### src/hdl/mm64h_pkg.sv
// Shared types, constants and helpers for the 64-bit string hash unit.
// No dependencies; compile first.
`default_nettype none

package mm64h_pkg;

	localparam int WORD_W    = 64;
	localparam int HALF_W    = WORD_W / 2;
	localparam int CNT_W     = 4;
	localparam int NUM_BYTES = WORD_W / 8;
	localparam int HASH_SHIFT = 47;

	localparam logic [WORD_W-1:0] HASH_MULT = 64'hc6a4a7935bd1e995;
	localparam logic [HALF_W-1:0] MULT_LO   = HASH_MULT[HALF_W-1:0];
	localparam logic [HALF_W-1:0] MULT_HI   = HASH_MULT[WORD_W-1:HALF_W];

	// Partial product step of the shared 32x32 multiplier
	typedef enum logic [1:0] {
		MS_NONE = 2'd0,
		MS_LL   = 2'd1,	// lo(a) * lo(M), whole product
		MS_HL   = 2'd2,	// hi(a) * lo(M), into upper half
		MS_LH   = 2'd3	// lo(a) * hi(M), into upper half
	} mul_step_t;

	// Operand register source
	typedef enum logic [2:0] {
		OP_HOLD     = 3'd0,
		OP_WORD     = 3'd1,	// incoming full word
		OP_PART     = 3'd2,	// acc ^ masked partial word
		OP_ACC_XS   = 3'd3,	// xorshift(acc)
		OP_PROD_XS  = 3'd4,	// xorshift(product)
		OP_ACC_PROD = 3'd5	// acc ^ product
	} opnd_sel_t;

	typedef enum logic [1:0] {
		ACC_HOLD = 2'd0,
		ACC_PROD = 2'd1,
		ACC_ZERO = 2'd2
	} acc_sel_t;

	typedef struct packed {
		mul_step_t step;
		opnd_sel_t opnd_sel;
		acc_sel_t  acc_sel;
		logic      out_load;
	} dp_cmd_t;

	typedef struct packed {
		logic cnt_full;
		logic cnt_zero;
	} dp_sts_t;

	function automatic logic [WORD_W-1:0] xorshift(input logic [WORD_W-1:0] v);
		return v ^ (v >> HASH_SHIFT);
	endfunction

endpackage

`default_nettype wire

### src/hdl/mm64h_ifs.sv
// Valid/ready channel interfaces for the hash unit: key words in, hashes out.
// Depends on mm64h_pkg.
`default_nettype none

interface mm64h_in_if;
	logic                           valid;
	logic                           ready;
	logic [mm64h_pkg::WORD_W-1:0]   word_data;
	logic [mm64h_pkg::CNT_W-1:0]    byte_count;
	logic                           last_word;

	modport source (output valid, output word_data, output byte_count,
		output last_word, input ready);
	modport sink (input valid, input word_data, input byte_count,
		input last_word, output ready);
endinterface

interface mm64h_out_if;
	logic                           valid;
	logic                           ready;
	logic [mm64h_pkg::WORD_W-1:0]   hash_value;

	modport source (output valid, output hash_value, input ready);
	modport sink (input valid, input hash_value, output ready);
endinterface

`default_nettype wire

### src/hdl/mm64h_dp.sv
// Datapath: accumulator, operand and product registers, shared 32x32 multiplier,
// output hash register. Depends on mm64h_pkg.
`default_nettype none

module mm64h_dp (
	input  wire logic                           clk,
	input  wire logic                           arst_n,
	input  wire logic [mm64h_pkg::WORD_W-1:0]   word_data,
	input  wire logic [mm64h_pkg::CNT_W-1:0]    byte_count,
	input  wire mm64h_pkg::dp_cmd_t             cmd,
	output mm64h_pkg::dp_sts_t                  sts,
	output logic [mm64h_pkg::WORD_W-1:0]        hash_value
);

	logic [mm64h_pkg::WORD_W-1:0] acc_q;
	logic [mm64h_pkg::WORD_W-1:0] opnd_q;
	logic [mm64h_pkg::WORD_W-1:0] prod_q;
	logic [mm64h_pkg::WORD_W-1:0] out_q;
	logic [mm64h_pkg::WORD_W-1:0] part_word;
	logic [mm64h_pkg::HALF_W-1:0] mul_a;
	logic [mm64h_pkg::HALF_W-1:0] mul_b;
	logic [mm64h_pkg::WORD_W-1:0] mul_p;

	assign sts.cnt_full = (byte_count >= mm64h_pkg::CNT_W'(mm64h_pkg::NUM_BYTES));
	assign sts.cnt_zero = (byte_count == '0);

	// keep bytes below the count
	always_comb begin
		for (int i = 0; i < mm64h_pkg::NUM_BYTES; i++) begin
			part_word[8*i +: 8] = (mm64h_pkg::CNT_W'(i) < byte_count) ?
				word_data[8*i +: 8] : 8'h00;
		end
	end

	assign mul_a = (cmd.step == mm64h_pkg::MS_HL) ?
		opnd_q[mm64h_pkg::WORD_W-1:mm64h_pkg::HALF_W] : opnd_q[mm64h_pkg::HALF_W-1:0];
	assign mul_b = (cmd.step == mm64h_pkg::MS_LH) ? mm64h_pkg::MULT_HI : mm64h_pkg::MULT_LO;
	// 32x32 unsigned; operands zero-extended so the full product is kept
	assign mul_p = mm64h_pkg::WORD_W'(mul_a) * mm64h_pkg::WORD_W'(mul_b);

	always_ff @(posedge clk) begin
		case (cmd.step)
			mm64h_pkg::MS_LL: prod_q <= mul_p;
			mm64h_pkg::MS_HL,
			mm64h_pkg::MS_LH: prod_q[mm64h_pkg::WORD_W-1:mm64h_pkg::HALF_W] <=
				prod_q[mm64h_pkg::WORD_W-1:mm64h_pkg::HALF_W] + mul_p[mm64h_pkg::HALF_W-1:0];
			default: prod_q <= prod_q;
		endcase
	end

	always_ff @(posedge clk) begin
		case (cmd.opnd_sel)
			mm64h_pkg::OP_WORD:     opnd_q <= word_data;
			mm64h_pkg::OP_PART:     opnd_q <= acc_q ^ part_word;
			mm64h_pkg::OP_ACC_XS:   opnd_q <= mm64h_pkg::xorshift(acc_q);
			mm64h_pkg::OP_PROD_XS:  opnd_q <= mm64h_pkg::xorshift(prod_q);
			mm64h_pkg::OP_ACC_PROD: opnd_q <= acc_q ^ prod_q;
			default:                opnd_q <= opnd_q;
		endcase
	end

	always_ff @(posedge clk or negedge arst_n) begin
		if (!arst_n) begin
			acc_q <= '0;
		end else begin
			case (cmd.acc_sel)
				mm64h_pkg::ACC_PROD: acc_q <= prod_q;
				mm64h_pkg::ACC_ZERO: acc_q <= '0;
				default:             acc_q <= acc_q;
			endcase
		end
	end

	always_ff @(posedge clk) begin
		if (cmd.out_load) begin
			out_q <= mm64h_pkg::xorshift(prod_q);
		end
	end

	assign hash_value = out_q;

endmodule

`default_nettype wire

### src/hdl/mm64h_ctrl.sv
// Controller: sequences multiply passes per word and owns the channel handshakes.
// Depends on mm64h_pkg; drives mm64h_dp through dp_cmd_t.
`default_nettype none

module mm64h_ctrl (
	input  wire logic                 clk,
	input  wire logic                 arst_n,
	input  wire logic                 in_valid,
	output logic                      in_ready,
	input  wire logic                 last_word,
	output logic                      out_valid,
	input  wire logic                 out_ready,
	input  wire mm64h_pkg::dp_sts_t   sts,
	output mm64h_pkg::dp_cmd_t        cmd
);

	typedef enum logic [4:0] {
		S_IDLE = 5'b00001,
		S_MUL0 = 5'b00010,
		S_MUL1 = 5'b00100,
		S_MUL2 = 5'b01000,
		S_DONE = 5'b10000
	} state_t;

	// which multiply is in flight
	typedef enum logic [3:0] {
		P_K1   = 4'b0001,	// word * M
		P_K2   = 4'b0010,	// xorshift(k) * M
		P_ACC  = 4'b0100,	// (acc ^ k) * M
		P_AVAL = 4'b1000	// avalanche multiply
	} pass_t;

	state_t state_q, state_d;
	pass_t  pass_q, pass_d;
	logic   last_q, last_d;
	logic   out_valid_q;
	logic   in_fire;
	logic   out_free;

	assign in_ready  = (state_q == S_IDLE);
	assign in_fire   = in_valid && in_ready;
	assign out_valid = out_valid_q;
	assign out_free  = !out_valid_q || out_ready;

	always_comb begin
		state_d      = state_q;
		pass_d       = pass_q;
		last_d       = last_q;
		cmd.step     = mm64h_pkg::MS_NONE;
		cmd.opnd_sel = mm64h_pkg::OP_HOLD;
		cmd.acc_sel  = mm64h_pkg::ACC_HOLD;
		cmd.out_load = 1'b0;
		case (state_q)
			S_IDLE: begin
				if (in_fire) begin
					last_d = last_word;
					if (sts.cnt_full) begin
						cmd.opnd_sel = mm64h_pkg::OP_WORD;
						pass_d       = P_K1;
						state_d      = S_MUL0;
					end else if (!sts.cnt_zero) begin
						cmd.opnd_sel = mm64h_pkg::OP_PART;
						pass_d       = P_ACC;
						state_d      = S_MUL0;
					end else if (last_word) begin
						cmd.opnd_sel = mm64h_pkg::OP_ACC_XS;
						pass_d       = P_AVAL;
						state_d      = S_MUL0;
					end
				end
			end
			S_MUL0: begin
				cmd.step = mm64h_pkg::MS_LL;
				state_d  = S_MUL1;
			end
			S_MUL1: begin
				cmd.step = mm64h_pkg::MS_HL;
				state_d  = S_MUL2;
			end
			S_MUL2: begin
				cmd.step = mm64h_pkg::MS_LH;
				state_d  = S_DONE;
			end
			S_DONE: begin
				case (pass_q)
					P_K1: begin
						cmd.opnd_sel = mm64h_pkg::OP_PROD_XS;
						pass_d       = P_K2;
						state_d      = S_MUL0;
					end
					P_K2: begin
						cmd.opnd_sel = mm64h_pkg::OP_ACC_PROD;
						pass_d       = P_ACC;
						state_d      = S_MUL0;
					end
					P_ACC: begin
						cmd.acc_sel = mm64h_pkg::ACC_PROD;
						if (last_q) begin
							cmd.opnd_sel = mm64h_pkg::OP_PROD_XS;
							pass_d       = P_AVAL;
							state_d      = S_MUL0;
						end else begin
							state_d = S_IDLE;
						end
					end
					P_AVAL: begin
						// wait here while an earlier hash is still unread
						if (out_free) begin
							cmd.out_load = 1'b1;
							cmd.acc_sel  = mm64h_pkg::ACC_ZERO;
							state_d      = S_IDLE;
						end
					end
					default: state_d = S_IDLE;
				endcase
			end
			default: state_d = S_IDLE;
		endcase
	end

	always_ff @(posedge clk or negedge arst_n) begin
		if (!arst_n) begin
			state_q     <= S_IDLE;
			pass_q      <= P_K1;
			last_q      <= 1'b0;
			out_valid_q <= 1'b0;
		end else begin
			state_q <= state_d;
			pass_q  <= pass_d;
			last_q  <= last_d;
			if (cmd.out_load) begin
				out_valid_q <= 1'b1;
			end else if (out_ready) begin
				out_valid_q <= 1'b0;
			end
		end
	end

	a_fire_starts_mul: assert property (@(posedge clk) disable iff (!arst_n)
		(in_fire && !(sts.cnt_zero && !last_word)) |=> (state_q == S_MUL0))
		else $error("accepted word did not start a multiply");

	a_mul_order: assert property (@(posedge clk) disable iff (!arst_n)
		(state_q == S_MUL1) |-> $past(state_q == S_MUL0))
		else $error("multiply steps out of order");

	a_hash_source: assert property (@(posedge clk) disable iff (!arst_n)
		$rose(out_valid_q) |-> $past(state_q == S_DONE && pass_q == P_AVAL))
		else $error("hash presented without avalanche pass");

	a_no_overwrite: assert property (@(posedge clk) disable iff (!arst_n)
		cmd.out_load |-> (!out_valid_q || out_ready))
		else $error("unread hash overwritten");

endmodule

`default_nettype wire

### src/hdl/murmur64_string_hash_unit.sv
// Top level of the streaming 64-bit string hash (seed zero, length not mixed).
// Depends on mm64h_pkg, mm64h_ifs, mm64h_ctrl and mm64h_dp.
//
// Usage
//   in_ch  : one word per handshake: up to eight key bytes little-endian in
//            word_data, byte_count valid bytes (9..15 count as eight) and
//            last_word on the final word of a key.
//   out_ch : one hash_value per key, presented after its last word.
// Sequencing
//   All arithmetic goes through one shared 32x32 multiplier; each 64-bit
//   multiply by M runs three partial-product steps (MUL0, MUL1, MUL2) and
//   then a DONE step that uses the product.
//   A full word costs 3 multiplies, a partial word 1 multiply, and an empty
//   non-last word none: it is taken and the unit stays ready.
//   The last word adds the avalanche multiply; its DONE step loads the hash
//   into the output register, and the hash is valid on out_ch in the next cycle.
//   in_ch.ready is high only while no word is in progress.
// Reset and stalls
//   arst_n clears the accumulator, the sequencer and the output valid.
//   The finished hash sits in an output register, so the next key's words
//   are taken while it waits; only a further hash waits for out_ch.ready.
`default_nettype none

module murmur64_string_hash_unit (
	input  wire logic   clk,
	input  wire logic   arst_n,
	mm64h_in_if.sink    in_ch,
	mm64h_out_if.source out_ch
);

	mm64h_pkg::dp_cmd_t dp_cmd;
	mm64h_pkg::dp_sts_t dp_sts;

	// sequencer: passes K1 -> K2 -> ACC for a full word, ACC for a partial
	// word, then AVAL when the word is the key's last
	mm64h_ctrl u_ctrl (
		.clk       (clk),
		.arst_n    (arst_n),
		.in_valid  (in_ch.valid),
		.in_ready  (in_ch.ready),
		.last_word (in_ch.last_word),
		.out_valid (out_ch.valid),
		.out_ready (out_ch.ready),
		.sts       (dp_sts),
		.cmd       (dp_cmd)
	);

	// accumulator, operand/product registers and the hash output register
	mm64h_dp u_dp (
		.clk        (clk),
		.arst_n     (arst_n),
		.word_data  (in_ch.word_data),
		.byte_count (in_ch.byte_count),
		.cmd        (dp_cmd),
		.sts        (dp_sts),
		.hash_value (out_ch.hash_value)
	);

endmodule

`default_nettype wire

### src/flat_wrapper.sv
// flat-port wrapper written by rule: the top's interface ports become plain ports
module murmur64_string_hash_unit_flat 
  (clk, arst_n, in_ch_valid, in_ch_word_data, in_ch_byte_count, in_ch_last_word, in_ch_ready, out_ch_valid, out_ch_hash_value, out_ch_ready);
  mm64h_in_if in_ch_i ();
  mm64h_out_if out_ch_i ();
  input  wire logic clk;
  input  wire logic arst_n;
  input wire logic [$bits(in_ch_i.valid)-1:0] in_ch_valid;
  input wire logic [$bits(in_ch_i.word_data)-1:0] in_ch_word_data;
  input wire logic [$bits(in_ch_i.byte_count)-1:0] in_ch_byte_count;
  input wire logic [$bits(in_ch_i.last_word)-1:0] in_ch_last_word;
  output wire logic [$bits(in_ch_i.ready)-1:0] in_ch_ready;
  output wire logic [$bits(out_ch_i.valid)-1:0] out_ch_valid;
  output wire logic [$bits(out_ch_i.hash_value)-1:0] out_ch_hash_value;
  input wire logic [$bits(out_ch_i.ready)-1:0] out_ch_ready;
  assign in_ch_i.valid = in_ch_valid;
  assign in_ch_i.word_data = in_ch_word_data;
  assign in_ch_i.byte_count = in_ch_byte_count;
  assign in_ch_i.last_word = in_ch_last_word;
  assign in_ch_ready = in_ch_i.ready;
  assign out_ch_valid = out_ch_i.valid;
  assign out_ch_hash_value = out_ch_i.hash_value;
  assign out_ch_i.ready = out_ch_ready;
  murmur64_string_hash_unit u_core (.clk(clk), .arst_n(arst_n), .in_ch(in_ch_i), .out_ch(out_ch_i));
endmodule
### config.mk
export PLATFORM = sky130hd
export DESIGN_NAME = murmur64_string_hash_unit_flat
export DESIGN_NICKNAME = d
export VERILOG_FILES = /design/src/hdl/mm64h_pkg.sv /design/src/hdl/mm64h_ifs.sv /design/src/hdl/mm64h_dp.sv /design/src/hdl/mm64h_ctrl.sv /design/src/hdl/murmur64_string_hash_unit.sv /design/src/flat_wrapper.sv
export SDC_FILE = /design/constraint.sdc
export NUM_CORES = 2
export LEC_CHECK = 0
export ABC_AREA = 1
export BUFFER_PORTS_ARGS = -buffer_cell sky130_fd_sc_hd__buf_4
export CAP_MARGIN = 40
export CORE_UTILIZATION = 25
export CTS_CLUSTER_SIZE = 25
export DETAILED_ROUTE_END_ITERATION = 10
export HOLD_SLACK_MARGIN = 0.08
export PLACE_DENSITY = 0.47
export SYNTH_ARGS = -nofsm -noshare
export SYNTH_HDL_FRONTEND = slang
export SYNTH_SLANG_ARGS = --single-unit
### constraint.sdc
create_clock -name clk -period 12.5 [get_ports clk]
set_clock_uncertainty 0.15 [all_clocks]
set_input_delay 2.5 -clock clk [delete_from_list [all_inputs] [get_ports clk]]
set_output_delay 2.5 -clock clk [all_outputs]
set_load 0.05 [all_outputs]
## Word level (Yosys, flattened, before mapping)

Index checks and enable logic that the tools add are counted.

| operators by class | value |
|---|---|
| $add $sub $neg | 1 |
| multipliers | 1 |
| divide/modulo/power cells | 0 |
| order comparisons | 9 |
| equality and inequality tests | 24 |
| shift operators | 0 |
| muxes and demuxes | 42 |
| bitwise gates (word level) | 4 |
| reduce and logical (&&, ||, !) cells | 14 |

Operators with widths:

| operator | count |
|---|---|
| one-hot mux 64 bit (5 select lines) | 1 |
| one-hot mux 64 bit (2 select lines) | 1 |
| XOR 64 x 17 -> 64 bit | 2 |
| XOR 64 bit | 2 |
| multiplier 32 x 32 -> 64 bit | 1 |
| two-way mux 32 bit | 2 |
| two-way mux 8 bit | 8 |
| one-hot mux 32 bit (2 select lines) | 1 |
| adder 32 bit | 1 |
| two-way mux 5 bit | 5 |
| one-hot mux 5 bit (5 select lines) | 1 |
| two-way mux 4 bit | 5 |
| less-than comparator 3 x 4 -> 1 bit (first input constant) | 4 |
| one-hot mux 5 bit (3 select lines) | 1 |
| one-hot mux 4 bit (3 select lines) | 1 |
| two-way mux 2 bit | 5 |
| two-way mux 3 bit | 3 |
| one-hot mux 3 bit (3 select lines) | 1 |
| less-than comparator 1 x 4 -> 1 bit (first input constant) | 2 |
| less-than comparator 2 x 4 -> 1 bit (first input constant) | 2 |
| one-hot mux 4 bit (2 select lines) | 1 |
| nonzero test 2 bit | 4 |
| == test 2 bit (second input constant) | 3 |
| == test 3 x 2 -> 1 bit (second input constant) | 2 |
| 30 further kinds | 36 |

| word-level totals | value |
|---|---|
| register bits | 267 |
| bits in latches | 0 |
| memory bits (writable) | 0 |
| bits in read-only memories | 0 |
| word-level logic and storage cells | 104 |
| memories | 0 |

## Longest topological paths before layout

| logic depth | value |
|---|---|
| depth after elaboration | 7 |
| depth in mapped cells | 50 |

## By module

A second synthesis with hierarchy kept.

| second synthesis, totals | value |
|---|---|
| cell total of the unflattened synthesis | 4,730 |
| area, all modules | 40,385.0 sq um |

Modules (own cells, without submodules):

| module | times used | cells each | area each (sq um) | seq. area each (sq um) |
|---|---|---|---|---|
| mm64h_dp | 1 | 4,633 | 39,695.6 | 7,367.1 |
| mm64h_ctrl | 1 | 97 | 689.4 | 277.8 |

## Worst setup path before layout

Ideal clock, no wire load.

| path | value |
|---|---|
| path type | register to register |
| from | register u_core.u_ctrl.state_q[1] |
| to | register u_core.u_dp.prod_q[63] (netlist name), data pin |
| library setup time | 0.253 ns |
| data arrival time | 8.658 ns |
| required time | 12.097 ns |
| path slack | 3.439 ns |
| cell stages (with the launch flop) | 40 |
| buffers on the path | 2 |
| cell sequence | dfrtp_1 inv_1 nand2_2 nor4_4 inv_2 buf_6 buf_6 o21ai_1 inv_1 nor2_1 fa_1 fa_1 inv_1 fa_1 inv_1 fa_1 inv_1 fa_1 (+4 left out) ha_1 nand2_1 nor2_1 nand2_1 nor2_1 nand2_1 nand3b_1 xor2_1 ha_1 a21o_1 nand3_1 nand2_1 nor2_1 nand2_1 a21oi_1 nand3_1 nand3_1 nand2_1 |

| between the ends | value |
|---|---|
| cells in the longest elaborated chain, start to end | 7 |
| elaborated cells between the ends (all ways) | 13 |
| classes of those cells | add/sub (1); mul (1); eq/ne (6); mux (4); reduce/logical (1) |

Ends and longest elaborated chain:

| element | line | source |
|---|---|---|
| from (decl) | mm64h_ctrl.sv:33 | `state_t state_q, state_d;` |
| from (signal assigned) | mm64h_ctrl.sv:128 | `state_q <= state_d;` |
| == test 5 x 4 -> 1 bit, or another cell as far along | mm64h_ctrl.sv:53 | `case (state_q)` |
| one-hot mux 2 bit (3 select lines) * | mm64h_ctrl.sv:53 |  |
| == test 2 bit, on equally long branches | mm64h_dp.sv:35, mm64h_dp.sv:37 |  |
| two-way mux 32 bit, on equally long branches | mm64h_dp.sv:35, mm64h_dp.sv:37 |  |
| multiplier 32 x 32 -> 64 bit * | mm64h_dp.sv:39 | `assign mul_p = mm64h_pkg::WORD_W'(mul_a) * mm64h_pkg::WORD_W'(mul_b);` |
| net u_core.u_dp.mul_p, one bit | mm64h_dp.sv:22 | `logic [mm64h_pkg::WORD_W-1:0] mul_p;` |
| adder 32 bit * | mm64h_dp.sv:46 | `prod_q[mm64h_pkg::WORD_W-1:mm64h_pkg::HALF_W] + mul_p[mm64h_pkg::HALF_W-1:0];` |
| one-hot mux 32 bit (2 select lines) * | mm64h_dp.sv:42 | `case (cmd.step)` |
| to (signal assigned) | mm64h_dp.sv:43 | `mm64h_pkg::MS_LL: prod_q <= mul_p;` |
| to (signal, indexed assignment) | mm64h_dp.sv:45 | `mm64h_pkg::MS_LH: prod_q[mm64h_pkg::WORD_W-1:mm64h_pkg::HALF_W] <=` |
| to (signal assigned) | mm64h_dp.sv:47 | `default: prod_q <= prod_q;` |
| to (decl) | mm64h_dp.sv:17 | `logic [mm64h_pkg::WORD_W-1:0] prod_q;` |

Mark *: on every way through the listed nets, which the timed path passes. The rest lies on a longest branch.
A chain may end at the register's enable or synchronous reset.

## Worst setup path after layout

| path | value |
|---|---|
| from | register u_core.u_ctrl.state_q[0] |
| to | register u_core.u_dp.prod_q[54] (netlist name), data pin |

The elaborated chain is that of the path after synthesis.

==> summary.txt <==
ranking of synthesized cells by area = fa_1, edfxtp_1, ha_1, inv_1, nand2_1
setup TNS = 0 ns
core area = 160,600 um2
maximum buffer depth of the clock tree = 3
f_max = 0.08584 GHz
share of cells above drive strength 1 = 0.07463
CTS tree = yes
RSZ-0062 raised after global routing = false
Startpoint Class = flip-flop
Final ANT Viol Nets = 0
Worst Hold Class = reg2reg
asr flop ratio synth = 0.2809
H-tree Lvls = 1
Net count, final = 5,983
CP Max Fanout = 38
CP Data Required Time = 12.73 ns
Clock Pin Slew Worst Setup and Hold Paths = 0.06 ns
synthesized instance count = 4,732
floorplan row count = 147
post-route design area = 45,440 um2
run status = finished, final reports clean
total die area = 163,300 um2
Final Hold Slack = 0.3501 ns
via total after detailed routing = 32,370
final core utilization = 0.2830
worst skew pair latency = 0.64 ns
largest net degree at the start of global routing = 77
Synth Area per Inst = 8.543 um2
setup violators final = 0
Most used DFF post-synth = edfxtp_1
CP arrival = 11.88 ns
top cell type's share of synthesized area = 0.3011
DRT iter0 DRCs = 2,816
Max Cap Violations = 0
final hold violations = 0
Sink Count = 267
Cell Area, Synth = 40,430 um2
root buf cell = clkbuf_16
hold_buf cts = 0
final estimated routing congestion in global placement = 0.9430
number of vias per cell = 4.590
# Post-CTS Setup Buffers = 0
Yosys reg bits = 267
die height = 404.1 um
WS Path Type = reg2reg
gr usage total = 0.2002
Unique masters post-synth = 50
IO buf count = 138
relative slew slack = 0.3604
Initial Util = 0.2518
I/O pin total = 139
first-pass detailed-route iteration total = 6
GR Overflow Total = 0
DIE WIDTH = 404.1 um
DRC viols = 0
Ys Warns = 0
global-route wire length before repair = 236,500 um
slowest CP cell = xor2_1
Crit path top cell by count = inv_1
DP Area = 44,330 um2
DP HPWL = 140,600 um
Post-synth EDFFs = 192
slew at the pin closest to its max-slew limit = 0.9594 ns
area delta synth->final = 12.40%
CTS Buf Count = 31
Post-CTS Resized = 0
crit-path max cell delay = 0.66 ns
Yosys top cell by area = fa_1
fin crit period = 11.65 ns
Tcrit/Tclk final = 0.9320
vias in the first global route = 33,364
initial antenna violation count = 12
post-synthesis sequential area ratio = 0.1891
max-slew violations = 0
CP endpoint kind = flip-flop
post-detailed-routing wire length = 162,600 um
drt wl/cell = 23.05 um
cells in the final DEF (no fill, tap or decap), types with 7 or more instances in the layout:
cell          n
inv_1      1072
nand2_1     895
fa_1        608
ha_1        436
nor2_1      331
nand3_1     229
buf_4       207
o21ai_0     206
edfxtp_1    192
a21oi_1     150
xor2_1       77
dfrtp_1      73
o2111ai_1    50
nand4_1      32
clkbuf_16    31
or2_2        30
o21ai_1      28
o21bai_1     24
inv_2        21
nor3_1       20
o21ai_2      17
a21o_1       16
o31ai_1      15
or2_0        11
nand3b_1      9
nor2_2        8
nor4_1        8
xnor2_1       7
cell usage after synthesis (24+ instances only):
cell,n
clkbuf_1,64
o21bai_1,24
o2111ai_1,50
dfrtp_1,73
nor2_1,333
or2_2,30
a21oi_1,150
xor2_1,77
o21ai_1,28
inv_1,1073
o21ai_0,206
nand3_1,229
edfxtp_1,192
buf_2,40
nand2_1,896
nand4_1,32
ha_1,436
fa_1,608
through the flow:
stage / setup WS (ns) / cells
floorplan: 3.439 / 4736
global placement: 0.9639 / 6974
detailed placement: 0.9913 / 6993
CTS: 0.9979 / 7051
global route: 0.4616 / 7051
finish: 0.8505 / 7053
critical path: cells and delay by family, from the launching register on:
kind / cells / cell delay (ns)
adders and majority gates: 10 / 4.21
and+or+nand+nor: 16 / 3.22
buffers and inverters: 11 / 1.42
AOI/OAI and AO/OA: 4 / 1.18
xor gates and xnor gates: 1 / 0.66
DFF: 1 / 0.57
area by class of cell:
cell class	instances	area, um2
timing repair buffer	211	1625
fill	17189	115100
inverter	1094	4106
tap	2160	2703
antenna	2	5.005
multi-input combinational	3261	28250
sequential	267	7645
clock buffer	36	804.5
clock inverter	22	304.0
cells by family after synthesis:
| logic type | synth area share |
|---|---|
| DFF | 0.1891 |
| other | 0.0001858 |
| buffers and inverters | 0.1141 |
| and+or+nand+nor | 0.1652 |
| AOI/OAI and AO/OA | 0.07716 |
| adders and majority gates | 0.4360 |
| xor gates and xnor gates | 0.01820 |
layer usage:
layer / up-vias / GRT usage / part of all wire
li1: 15017 / - / -
met1: 16190 / 0.2667 / 0.43
met2: 967 / 0.3360 / 0.48
met3: 192 / 0.02632 / 0.058
met4: 4 / 0.06081 / 0.036
met5: - / 0 / 0.00013
sequential cells by signal, indices dropped and copies added (netlist names):
name,flops
u_core.u_ctrl.pass_q,4
u_core.u_ctrl.out_valid,1
u_core.u_dp.hash_value,64
u_core.u_dp.prod_q,64
u_core.u_dp.opnd_q,64
u_core.u_ctrl.state_q,5
u_core.u_dp.acc_q,64
u_core.u_ctrl.last_q,1
path summary, 6_finish.rpt:
path / startpoint / end / cells after the start / slack (ns)
max: u_core.u_ctrl.state_q[0] / u_core.u_dp.prod_q[54] / 42 / 0.85
min: u_core.u_ctrl.last_q / u_core.u_ctrl.last_q / 1 / 0.35
max reg2reg: u_core.u_ctrl.state_q[0] / u_core.u_dp.prod_q[54] / 42 / 0.85
min reg2reg: u_core.u_ctrl.last_q / u_core.u_ctrl.last_q / 1 / 0.35
max in group asynchronous: arst_n / u_core.u_dp.acc_q[29] / 2 / 9.40
min in group asynchronous: arst_n / u_core.u_dp.acc_q[53] / 1 / 1.70
Power is not shown: default switching activity piles up to over one toggle a cycle in this logic, so the estimate is an artifact.
